[src/bls_pkg.sv]
package bls_pkg;

   localparam int COLOR_BITS = 16;

   typedef enum logic {
      KIND_LOAD = 1'b0,
      KIND_NEXT = 1'b1
   } kind_type;

endpackage

[src/bresenham_line_stepper.sv]
// Channel   Ports                                   Direction  Handshake
// request   req_kind, req_start_*, req_end_*        in         req_valid / req_stall
// response  rsp_pixel_*, rsp_valid_res, rsp_last    out        rsp_valid / rsp_stall
// csr       csr_wr_data (front color)               in         csr_wr_en
//
// One request per clock while req_stall is low. Each request gives exactly one response.
// The response comes from an output register backed by one skid entry.
// The request side stalls only while the skid entry is full.
// Line state is updated when a request is accepted, not when its response leaves.
// Reset (synchronous, active high) ends any line and clears the color and the
// response queue.
module bresenham_line_stepper #(
   parameter int COORD_BITS = 10
) (
   input  logic                            clock,
   input  logic                            reset,

   input  logic                            req_valid,
   output logic                            req_stall,
   input  logic                            req_kind,
   input  logic [COORD_BITS-1:0]           req_start_x,
   input  logic [COORD_BITS-1:0]           req_start_y,
   input  logic [COORD_BITS-1:0]           req_end_x,
   input  logic [COORD_BITS-1:0]           req_end_y,

   output logic                            rsp_valid,
   input  logic                            rsp_stall,
   output logic [COORD_BITS-1:0]           rsp_pixel_x,
   output logic [COORD_BITS-1:0]           rsp_pixel_y,
   output logic [bls_pkg::COLOR_BITS-1:0]  rsp_pixel_color,
   output logic                            rsp_valid_res,
   output logic                            rsp_last,

   input  logic                            csr_wr_en,
   input  logic [bls_pkg::COLOR_BITS-1:0]  csr_wr_data
);

   localparam int EW = COORD_BITS + 3;

   typedef struct packed {
      logic [COORD_BITS-1:0]          pixel_x;
      logic [COORD_BITS-1:0]          pixel_y;
      logic [bls_pkg::COLOR_BITS-1:0] pixel_color;
      logic                           valid_res;
      logic                           last;
   } rsp_type;

   logic [bls_pkg::COLOR_BITS-1:0] front_color_ff;

   logic                  active_ff,          active_in;
   logic                  steep_ff,           steep_in;
   logic [COORD_BITS-1:0] major_pos_ff,       major_pos_in;
   logic [COORD_BITS-1:0] minor_pos_ff,       minor_pos_in;
   logic [COORD_BITS-1:0] major_end_ff,       major_end_in;
   logic signed [EW-1:0]  error_ff,           error_in;
   logic [COORD_BITS:0]   twice_major_ff,     twice_major_in;
   logic [COORD_BITS:0]   twice_minor_ff,     twice_minor_in;
   logic                  step_down_ff,       step_down_in;

   rsp_type rsp_ff,  rsp_in;
   rsp_type skid_ff;
   logic    rsp_valid_ff;
   logic    skid_valid_ff;

   logic req_accept;
   logic rsp_take;
   logic is_load;

   // load-side geometry
   logic [COORD_BITS-1:0] dx_abs, dy_abs;
   logic                  ld_steep, ld_swap;
   logic [COORD_BITS-1:0] a0, a1, b0, b1;
   logic [COORD_BITS-1:0] ld_major, ld_minor, ld_major_end, ld_minor_end;
   logic [COORD_BITS-1:0] ld_major_delta, ld_minor_delta;

   // state seen by this request
   logic                  cur_steep;
   logic [COORD_BITS-1:0] cur_major, cur_minor, cur_major_end;
   logic signed [EW-1:0]  cur_error;
   logic [COORD_BITS:0]   cur_twice_major, cur_twice_minor;
   logic                  cur_step_down;
   logic                  cur_last;
   logic signed [EW-1:0]  err_add;

   assign req_accept = req_valid && !req_stall;
   assign rsp_take   = rsp_valid_ff && !rsp_stall;
   assign req_stall  = skid_valid_ff;
   assign is_load    = (bls_pkg::kind_type'(req_kind) == bls_pkg::KIND_LOAD);

   always_comb begin
      dx_abs = (req_end_x > req_start_x) ? req_end_x - req_start_x
                                         : req_start_x - req_end_x;
      dy_abs = (req_end_y > req_start_y) ? req_end_y - req_start_y
                                         : req_start_y - req_end_y;
      ld_steep = dy_abs > dx_abs;
      a0 = ld_steep ? req_start_y : req_start_x;
      b0 = ld_steep ? req_start_x : req_start_y;
      a1 = ld_steep ? req_end_y   : req_end_x;
      b1 = ld_steep ? req_end_x   : req_end_y;
      ld_swap      = a0 > a1;
      ld_major     = ld_swap ? a1 : a0;
      ld_minor     = ld_swap ? b1 : b0;
      ld_major_end = ld_swap ? a0 : a1;
      ld_minor_end = ld_swap ? b0 : b1;
      // endpoint swap does not change the extents
      ld_major_delta = ld_steep ? dy_abs : dx_abs;
      ld_minor_delta = ld_steep ? dx_abs : dy_abs;
   end

   always_comb begin
      if (is_load) begin
         cur_steep       = ld_steep;
         cur_major       = ld_major;
         cur_minor       = ld_minor;
         cur_major_end   = ld_major_end;
         cur_error       = -$signed({3'b000, ld_major_delta});
         cur_twice_major = {ld_major_delta, 1'b0};
         cur_twice_minor = {ld_minor_delta, 1'b0};
         cur_step_down   = !(ld_minor < ld_minor_end);
      end else begin
         cur_steep       = steep_ff;
         cur_major       = major_pos_ff;
         cur_minor       = minor_pos_ff;
         cur_major_end   = major_end_ff;
         cur_error       = error_ff;
         cur_twice_major = twice_major_ff;
         cur_twice_minor = twice_minor_ff;
         cur_step_down   = step_down_ff;
      end
      cur_last = (cur_major == cur_major_end);
      err_add  = cur_error + $signed({2'b00, cur_twice_minor});
   end

   always_comb begin
      active_in      = active_ff;
      steep_in       = steep_ff;
      major_pos_in   = major_pos_ff;
      minor_pos_in   = minor_pos_ff;
      major_end_in   = major_end_ff;
      error_in       = error_ff;
      twice_major_in = twice_major_ff;
      twice_minor_in = twice_minor_ff;
      step_down_in   = step_down_ff;

      rsp_in = '0;

      if (req_accept && (is_load || active_ff)) begin
         steep_in       = cur_steep;
         major_end_in   = cur_major_end;
         twice_major_in = cur_twice_major;
         twice_minor_in = cur_twice_minor;
         step_down_in   = cur_step_down;
         major_pos_in   = cur_major;
         minor_pos_in   = cur_minor;
         error_in       = cur_error;
         active_in      = !cur_last;
         if (!cur_last) begin
            major_pos_in = cur_major + 1'b1;
            error_in     = err_add;
            // tie at zero steps the minor axis
            if (!err_add[EW-1]) begin
               minor_pos_in = cur_step_down ? cur_minor - 1'b1 : cur_minor + 1'b1;
               error_in     = err_add - $signed({2'b00, cur_twice_major});
            end
         end

         rsp_in.pixel_x     = cur_steep ? cur_minor : cur_major;
         rsp_in.pixel_y     = cur_steep ? cur_major : cur_minor;
         rsp_in.pixel_color = front_color_ff;
         rsp_in.valid_res   = 1'b1;
         rsp_in.last        = cur_last;
      end
   end

   always_ff @(posedge clock) begin
      if (reset) begin
         front_color_ff <= '0;
         active_ff      <= 1'b0;
         steep_ff       <= 1'b0;
         major_pos_ff   <= '0;
         minor_pos_ff   <= '0;
         major_end_ff   <= '0;
         error_ff       <= '0;
         twice_major_ff <= '0;
         twice_minor_ff <= '0;
         step_down_ff   <= 1'b0;
      end else begin
         if (csr_wr_en) begin
            front_color_ff <= csr_wr_data;
         end
         active_ff      <= active_in;
         steep_ff       <= steep_in;
         major_pos_ff   <= major_pos_in;
         minor_pos_ff   <= minor_pos_in;
         major_end_ff   <= major_end_in;
         error_ff       <= error_in;
         twice_major_ff <= twice_major_in;
         twice_minor_ff <= twice_minor_in;
         step_down_ff   <= step_down_in;
      end
   end

   // output register plus one skid entry
   always_ff @(posedge clock) begin
      if (reset) begin
         rsp_valid_ff  <= 1'b0;
         skid_valid_ff <= 1'b0;
      end else if (skid_valid_ff) begin
         if (rsp_take) begin
            rsp_ff        <= skid_ff;
            skid_valid_ff <= 1'b0;
         end
      end else if (req_accept) begin
         if (!rsp_valid_ff || rsp_take) begin
            rsp_ff       <= rsp_in;
            rsp_valid_ff <= 1'b1;
         end else begin
            skid_ff       <= rsp_in;
            skid_valid_ff <= 1'b1;
         end
      end else if (rsp_take) begin
         rsp_valid_ff <= 1'b0;
      end
   end

   assign rsp_valid       = rsp_valid_ff;
   assign rsp_pixel_x     = rsp_ff.pixel_x;
   assign rsp_pixel_y     = rsp_ff.pixel_y;
   assign rsp_pixel_color = rsp_ff.pixel_color;
   assign rsp_valid_res   = rsp_ff.valid_res;
   assign rsp_last        = rsp_ff.last;

`ifndef SYNTH
   a_skid_behind_rsp: assert property (@(posedge clock) disable iff (reset)
      skid_valid_ff |-> rsp_valid_ff)
      else $error("skid entry full while output register empty");

   a_error_negative: assert property (@(posedge clock) disable iff (reset)
      active_ff |-> error_ff[EW-1])
      else $error("error term not negative between pixels");

   a_major_in_range: assert property (@(posedge clock) disable iff (reset)
      active_ff |-> (major_pos_ff <= major_end_ff))
      else $error("major position ran past line end");

   a_idle_after_last: assert property (@(posedge clock) disable iff (reset)
      (req_accept && (is_load || active_ff) && cur_last) |=> !active_ff)
      else $error("line still active after last pixel");
`endif

endmodule
[config.mk]
export PLATFORM = sky130hd
export DESIGN_NAME = bresenham_line_stepper
export DESIGN_NICKNAME = d
export VERILOG_FILES = /design/src/bls_pkg.sv /design/src/bresenham_line_stepper.sv
export SDC_FILE = /design/constraint.sdc
export NUM_CORES = 1
export LEC_CHECK = 0
export BUFFER_PORTS_ARGS = -buffer_cell sky130_fd_sc_hd__buf_2
export CAP_MARGIN = 0
export CORE_ASPECT_RATIO = 1.5
export CORE_MARGIN = 4
export CORE_UTILIZATION = 50
export DETAILED_ROUTE_END_ITERATION = 16
export PLACE_DENSITY = 0.66
export SYNTH_ARGS = -nofsm -noshare
export SYNTH_HDL_FRONTEND = slang
export SYNTH_SLANG_ARGS = --single-unit
[constraint.sdc]
create_clock -name clock -period 26.8 [get_ports clock]
set_input_delay 1.34 -clock clock [delete_from_list [all_inputs] [get_ports clock]]
set_output_delay 1.34 -clock clock [all_outputs]
set_load 0.02 [all_outputs]
# Yosys cells after proc, flatten, opt, wreduce, memory -nomap -nowiden
# Index checks and enable logic that the tools add are counted.
[totals] output_inout_bits=40 reg_bits=162 in_bits=62 elab_cells=100
[op_classes] reduce_logical=16 add_sub_neg=10 n_eq_ne=3 magnitude_cmp=5 mux=40 bitwise_logic=4
[op_table] cell="$mux 10" count=21
[op_table] cell="$mux 38" count=5
[op_table] cell="$gt 10x10->1" count=4
[op_table] cell="$sub 10x10->10" count=4
[op_table] cell="$mux 13" count=3
[op_table] cell="$mux 11" count=2
[op_table] cell="$add 10x1->10 const B" count=2
[op_table] cell="$add 13x12->13" count=1
[op_table] cell="$neg 10->13" count=1
[op_table] cell="$sub 13x12->13" count=1
[op_table] cell="$eq 10x10->1" count=1
[op_table] cell="$lt 10x10->1" count=1
[op_table] cell="$sub 10x1->10 const B" count=1
[op_table] cell="$mux 1" count=9
[op_table] cell="$reduce_and 4->1" count=2
[op_table] cell="$reduce_bool 2->1" count=3
[op_table] cell="$logic_not 1->1" count=5
[op_table] cell="$ne 2x1->1 const B" count=2
[op_table] cell="$not 1->1" count=4
[op_table] cell="$logic_and 1x1->1" count=3
[op_table] cell="$reduce_and 3->1" count=1
[op_table] cell="$logic_or 1x1->1" count=2

# Depth between registers and ports, before layout
# Gate-level depths: netlist (run 1).
[depth] word_depth=12 mapped_depth=55 depth_no_buf=45

# Worst setup path after synthesis (run 1)
# OpenSTA, ideal clock, no wires.
[synth_path] kind="input -> register" from="input req_end_x[0]" to="register minor_pos_ff[8]" arrival_time_ps=11468 required_ps=26668 path_slack_ps=15200 setup_ps=132 cell_stages=53 path_buffers=10 path_cell_list="inv_1 ha_1 inv_1 fa_1 a21o_1 a221o_1 o211ai_2 buf_6 mux2_4 mux2i_2 inv_1 ha_1 nand4_1 a211oi_1 or4b_4 and2_1 buf_2 buf_2 (+17 left out) o21ai_0 nand2b_1 a21oi_1 nor2b_1 o21ai_0 nand2b_1 a21oi_1 a31oi_1 ha_1 a21o_1 a21o_1 a21o_1 a21oi_1 o21bai_1 a21oi_1 xnor2_1 a21oi_1 a21oi_1"
[synth_between] elab_chain_cells=12 elab_cells_between_ends=32 classes_between="add/sub: 6; order compare: 4; eq/ne: 1; mux: 20; reduce/logical: 1"
[synth_rtl] item="start: declaration" line_no="bresenham_line_stepper.sv:23" rtl="input logic [COORD_BITS-1:0] req_end_x,"
[synth_rtl] item="$sub 10x10->10, or another cell as far along" line_no="bresenham_line_stepper.sv:92" rtl=": req_start_x - req_end_x;"
[synth_rtl] item="$mux 10" line_no="bresenham_line_stepper.sv:91" rtl="dx_abs = (req_end_x > req_start_x) ? req_end_x - req_start_x"
[synth_rtl] item="$gt 10x10->1" line_no="bresenham_line_stepper.sv:95" rtl="ld_steep = dy_abs > dx_abs;"
[synth_rtl] item="$mux 10 (on tied branches)" line_no="bresenham_line_stepper.sv:96, bresenham_line_stepper.sv:98"
[synth_rtl] item="$gt 10x10->1" line_no="bresenham_line_stepper.sv:100" rtl="ld_swap = a0 > a1;"
[synth_rtl] item="$mux 10 (on tied branches)" line_no="bresenham_line_stepper.sv:102, bresenham_line_stepper.sv:104"
[synth_rtl] item="$lt 10x10->1 (*)" line_no="bresenham_line_stepper.sv:119" rtl="cur_step_down = !(ld_minor < ld_minor_end);"
[synth_rtl] item="$logic_not 1->1 (*)" line_no="bresenham_line_stepper.sv:119"
[synth_rtl] item="$mux 1 (*)" line_no="bresenham_line_stepper.sv:111" rtl="if (is_load) begin"
[synth_rtl] item="via cur_step_down" line_no="bresenham_line_stepper.sv:81" rtl="logic cur_step_down;"
[synth_rtl] item="$mux 10 (*)" line_no="bresenham_line_stepper.sv:162" rtl="minor_pos_in = cur_step_down ? cur_minor - 1'b1 : cur_minor + 1'b1;"
[synth_rtl] item="$mux 10 (*)" line_no="bresenham_line_stepper.sv:161" rtl="if (!err_add[EW-1]) begin"
[synth_rtl] item="$mux 10 (*)" line_no="bresenham_line_stepper.sv:157" rtl="if (!cur_last) begin"
[synth_rtl] item="end signal: assignment" line_no="bresenham_line_stepper.sv:194" rtl="minor_pos_ff <= minor_pos_in;"
[synth_rtl] item="end: declaration" line_no="bresenham_line_stepper.sv:53" rtl="logic [COORD_BITS-1:0] minor_pos_ff, minor_pos_in;"
# Mark *: on every way through the listed nets, which the timed path passes. The rest lies on a longest branch.
# A chain may end at the register's enable or synchronous reset.

# Worst setup path in the final report (run 1)
# Ends and elaborated chain as after synthesis.

==> flow_summary.yaml, run 1 <==
status:
  status: "completed"
sta:
  hold_ws_ps: 455
  fin_setup_tns_ps: 0
  fmax_mhz: 83.5
  tightest_slew_ps: 1060
  finalMaxSlewViolations: 0
  hold_violations: 0
  slew_headroom: 0.289
  setup_violations: 0
  rsz0062_at_grt: "no"
  fin_crit_ps: 11980
  fin_worst_skew_ps: 9.37
  finalWorstSetupSlack_ps: 14820
  period_share: 0.447
grt:
  grt_start_max_net_pins: 82
  grt_pass1_wl_um: 54700
  overflow: 0
  antenna_found_initial: 0
  grt_pass1_vias: 10122
  grt_usage: 0.250
power_and_ir_drop:
  switching_power_w: 0.000865
  p_int_w: 0.000943
  p_total_w: 0.00181
  p_seq_frac: 0.172
  clkPwrFrac: 0.131
  combPwrFrac: 0.698
  swShare: 0.478
  peakVddDrop_mv: 0.185
  cellPowerDensity_nw_per_um2: 131
  power.leakage_nw: 6.09
finish:
  final_common_cell: "a21oi_1"
  area_growth_pct: 9.96
  drive_gt1_frac: 0.149
  fin_nets: 1658
  n_antenna_cell: 0
  layout_common_cells: "146 x a21oi_1, 138 x nand2_1, 104 x nor2_1, 101 x buf_2, 99 x ha_1"
  fillers: 2282
synthesis:
  async_flop_share: 0
  synth_edf_count: 76
  seq_area_frac_synth: 0.320
  syn-num-nets: 1607
  ys.flop_type: "dfxtp_1"
  netlist_area_um2: 12500
  synth.ff_latch_count: 162
  yosysUniqueCellTypes: 88
  netlist_instances: 1439
  synth_warnings: 0
  syn_area_per_cell_um2: 8.69
worst_setup_path:
  ff2ff_setup_slack_ps: 22610
  start_kind: "primary input"
  cp_common_cell: "a21oi_1"
  worstSetupPathType: "primary input to flip-flop"
  critPathCaptureType: "flip-flop"
  arrival_ps: 12260
  path_delay_family: "compound AO/OA/AOI/OAI gates"
  path_max_fanout: 58
  cp.buffers_inverters: 7
  crit_required_ps: 27080
  critPathSlowestCell: "a32oi_1"
  max_stage_delay_ps: 770
die:
  die-area_um2: 27700
  fp.dieH_um: 202
  core_area_um2: 24500
  ios: 102
  die_w_um: 137
  start_util: 0.510
  rows: 70
flow_run:
  cap_violations: 0
place:
  gp_congestion: 1.06
  dpl.hpwl_um: 26200
  pre_cts_ws_ps: 14480
  port-buffer-count: 101
hold_path:
  min_path_type: "flip-flop to flip-flop"
detailed_routing:
  post_drt_wl_per_cell_um: 18.9
  finalWirelength_um: 34500
  drt_iter0_markers: 670
  vias: 10820
  drcViolationCount: 0
  ant_nets: 0
  via_per_inst: 5.92
  drt_pass1_iterations: 6
clock_network:
  postCtsResizedCells: 0
  cts.repair_timing.setup_buffer_count: 0
  ctsHoldBuffers: 0
  insertion_delay_ps: 440
  cts_tree: "yes"
  cts_buffers: 17
  clock_path_buffers: 2
  cts-root-buf: "clkbuf_16"
  h-tree-depth: 4
  cts.sinks: 162
  clk_pin_slew_ps: 70
## worst register-to-register path, cell delays in order, from the launching register on
cell	delay [ps]
dfxtp_1	310
a21o_1	160
ha_1	220
fa_1	420
a21o_1	180
a21oi_1	270
o21ai_0	180
a21o_1	190
a21oi_1	220
o21bai_1	130
a41o_1	260
inv_1	70
o2bb2ai_1	120
a221o_1	160
buf_4	340
and2_1	500
nand2_2	100
a311oi_2	280
## through the flow
stage           util  cell area, um^2  std cells
3_5_place_dp   0.538            13200       1795
2_1_floorplan      -            12500       1439
5_1_grt        0.561            13800       1827
6_report       0.561            13800       1827
4_1_cts        0.561            13800       1827
3_3_place_gp   0.538            13200       1795
## routing by layer
layer / share of wire / global-route usage / wire [um] / vias to the layer above
met3: 0.052 / 0.0280 / 1800 / 76
met4: 0.045 / 0.115 / 1560 / 0
met5: 0 / 0 / 0 / -
li1: - / - / - / 5283
met1: 0.41 / 0.314 / 14200 / 5096
met2: 0.49 / 0.425 / 16900 / 365
## power groups by stage
stage               clock network, W  registers, W  logic (W)
finish                      0.000236      0.000310    0.00126
global route                0.000250      0.000313    0.00141
CTS                         0.000242      0.000310    0.00125
detailed placement                 0      0.000315    0.00124
global placement                   0      0.000314    0.00122
floorplan                          0      0.000318   0.000976
## layout make-up
cell class,count,area [um^2],area share
well taps,324,405,0.0295
multi-input cells,1101,7820,0.568
inverters,92,345,0.0251
clock buffers,18,439,0.0319
flip-flops and latches,162,4000,0.291
repair buffers,116,618,0.0449
clock inverters,14,128,0.00928
## synth_stat cells, drive strengths merged (7+ instances only)
library cell,count,share of area
nand2,139,0.042
inv,91,0.027
and2,25,0.013
nand2b,13,0.0065
dfxtp,86,0.14
ha,99,0.099
a221oi,9,0.0077
nor2,106,0.032
edfxtp,76,0.18
nand3,26,0.010
o21bai,8,0.0048
nor4,8,0.0045
xnor2,51,0.036
a21o,52,0.031
o21a,12,0.0078
nor2b,17,0.0085
nor3,19,0.0080
buf,31,0.015
xor2,22,0.015
nand4,11,0.0060
mux2i,68,0.055
and3,8,0.0044
o211ai,12,0.0076
o21ai,74,0.030
clkbuf,53,0.016
mux2,40,0.037
fa,7,0.011
a21oi,148,0.060
a211oi,20,0.013
o22ai,33,0.017
## kinds of logic (layout without fill, tap and decap cells)
group                      Yosys count  count (layout)  synth area share
adders and majority gates          106             106             0.110
xor gates and xnor gates            73              73            0.0511
AOI/OAI and AO/OA                  427             427             0.221
muxes                              108             108            0.0916
DFF                                162             162             0.320
and+or+nand+nor                    387             387             0.147
buffers and inverters              176             240            0.0585
## worst paths after layout
| path | from | endpoint | cells after the start |
|---|---|---|---|
| hold reg to reg | error_ff[1] | error_ff[1] | 2 |
| setup / recovery | req_end_x[0] | minor_pos_ff[8] | 47 |
| hold / removal | error_ff[1] | error_ff[1] | 2 |
| setup reg to reg | error_ff[0] | minor_pos_ff[0] | 17 |
## sequential cells by signal, indices dropped and copies added (netlist names), 11 cells and up
name,flops
twice_minor_ff,11
twice_major_ff,11
rsp_pixel_color,16
skid_ff,38
front_color_ff,16
error_ff,13
No activity file was read; power rests on OpenSTA's default activity.
==> inputs of run 2 (changes only) <==
clock period = 11.95 ns   (was 26.8 ns; I/O delays follow)
==> run 2 against run 1 <==
  * Worst hold slack lost 45 ps
  * First-iteration DRC count grew 8.1%
  * Sequential share of layout area shrank 0.077 points
  * Clock power grew 130%
  * Cell area grew 0.26%
  * Register-to-register slack lost 15000 ps
  * Via count is essentially flat
  * Global-route usage grew 0.86 points
  * Die area is the same
  * Sequential cell count is the same
  * Count of clock-buffer cells in the layout is the same
  * Final cell count is the same
==> flow_summary.yaml, run 2 (same netlist as run 1, synthesis figures left out) <==
status:
  status: "completed"
clock_network:
  postCtsResizedCells: 0
  cts_tree: "yes"
  insertion_delay_ps: 430
  h-tree-depth: 4
  clk_pin_slew_ps: 70
  cts_buffers: 17
  ctsHoldBuffers: 0
  cts.repair_timing.setup_buffer_count: 0
  clock_path_buffers: 2
  cts.sinks: 162
  cts-root-buf: "clkbuf_16"
die:
  fp.dieH_um: 202
  ios: 102
  start_util: 0.510
  core_area_um2: 24500
  die-area_um2: 27700
  die_w_um: 137
  rows: 70
power_and_ir_drop:
  peakVddDrop_mv: 0.242
  p_total_w: 0.00409
  power.leakage_nw: 6.10
  cellPowerDensity_nw_per_um2: 297
finish:
  largest_reg_flops: 38
  max_flop_register: "skid_ff"
  drive_gt1_frac: 0.149
  fin_nets: 1658
  area_growth_pct: 10.3
  fin_area_um2: 13800
  final_common_cell: "a21oi_1"
  layout_common_cells: "146 x a21oi_1, 138 x nand2_1, 104 x nor2_1, 101 x buf_2, 99 x ha_1"
  n_antenna_cell: 0
sta:
  finalWorstSetupSlack_ps: 902
  hold_violations: 0
  finalMaxSlewViolations: 0
  fmax_mhz: 90.5
  period_share: 0.925
  setup_violations: 0
  fin_worst_skew_ps: 14.0
  fin_crit_ps: 11050
  rsz0062_at_grt: "no"
  fin_setup_tns_ps: 0
  tightest_slew_ps: 1310
  slew_headroom: 0.123
detailed_routing:
  drt_iter0_markers: 724
  drcViolationCount: 0
  drt_pass1_iterations: 5
  finalWirelength_um: 35600
  via_per_inst: 5.92
  post_drt_wl_per_cell_um: 19.5
  ant_nets: 0
  vias: 10816
place:
  gp_congestion: 1.02
  placed_area_um2: 13200
  dpl.hpwl_um: 26900
  port-buffer-count: 101
  pre_cts_ws_ps: 706
worst_setup_path:
  arrival_ps: 11340
  critPathSlowestCell: "a31oi_1"
  timing.rr.start: "error_ff[0]"
  start_kind: "primary input"
  crit_required_ps: 12240
  max_stage_delay_ps: 1030
  worstRegToRegCells: 16
  path_max_fanout: 54
  critPathCaptureType: "flip-flop"
  ff2ff_setup_slack_ps: 7570
  cp-endpoint: "minor_pos_ff[9]"
  worstSetupPathType: "primary input to flip-flop"
  crit_start: "req_end_x[0]"
  r2r-end: "minor_pos_ff[2]"
hold_path:
  min_path_type: "primary input to flip-flop"
grt:
  antenna_found_initial: 0
  grt_pass1_vias: 10518
  grt_usage: 0.259
  overflow: 0
  grt_pass1_wl_um: 56600
  grt_start_max_net_pins: 82
flow_run:
  cap_violations: 0
[run 2: how the worst min path moves through the flow]
| stage | from | to | cells after the start |
|---|---|---|---|
| 2_1_floorplan | error_ff[1] | error_ff[1] | 2 |
| 3_3_place_gp | error_ff[1] | error_ff[1] | 2 |
| 3_5_place_dp | active_ff | active_ff | 2 |
| 4_1_cts | csr_wr_data[11] | front_color_ff[11] | 3 |
| 5_1_grt | csr_wr_data[10] | front_color_ff[10] | 3 |
| 6_report | csr_wr_data[11] | front_color_ff[11] | 3 |
[run 2: worst max-delay path: cells and delay by family]
family                     cells  cell delay, ps
xor gates and xnor gates       1             120
adders and majority gates      6            1920
buffers and inverters          5             760
muxes                          2             790
AOI/OAI and AO/OA             20            5420
and+or+nand+nor                6            1670
[run 2: report_power, final]
group | switching, W | internal, W | total [W] | leakage, nW
Combinational | 0.00168 | 0.00116 | 0.00284 | 4.36
Sequential | 0.0000354 | 0.000661 | 0.000696 | 1.46
Clock | 0.000240 | 0.000314 | 0.000554 | 0.284
[run 2: area by class of cell]
| type | instances | area [um^2] |
|---|---|---|
| multi-input cells | 1101 | 7820 |
| inverters | 92 | 345 |
| fillers | 2294 | 10700 |
| clock buffers | 18 | 429 |
| well taps | 324 | 405 |
| repair buffers | 116 | 618 |
| clock inverters | 14 | 174 |
| flip-flops and latches | 162 | 4000 |
[run 2: routing by layer]
layer	up-vias	track usage	share of wire
li1	5280	-	-
met1	5126	0.321	0.42
met2	338	0.441	0.49
met3	72	0.0305	0.046
met4	0	0.122	0.049
met5	-	0	0
[run 2: stage by stage]
| stage | util | std cells | hold slack, ps |
|---|---|---|---|
| 3_3_place_gp | 0.538 | 1795 | 441 |
| 3_5_place_dp | 0.538 | 1795 | 447 |
| 4_1_cts | 0.563 | 1827 | 395 |
| 6_report | 0.563 | 1827 | 410 |
| 5_1_grt | 0.563 | 1827 | 415 |
| 2_1_floorplan | - | 1439 | 431 |
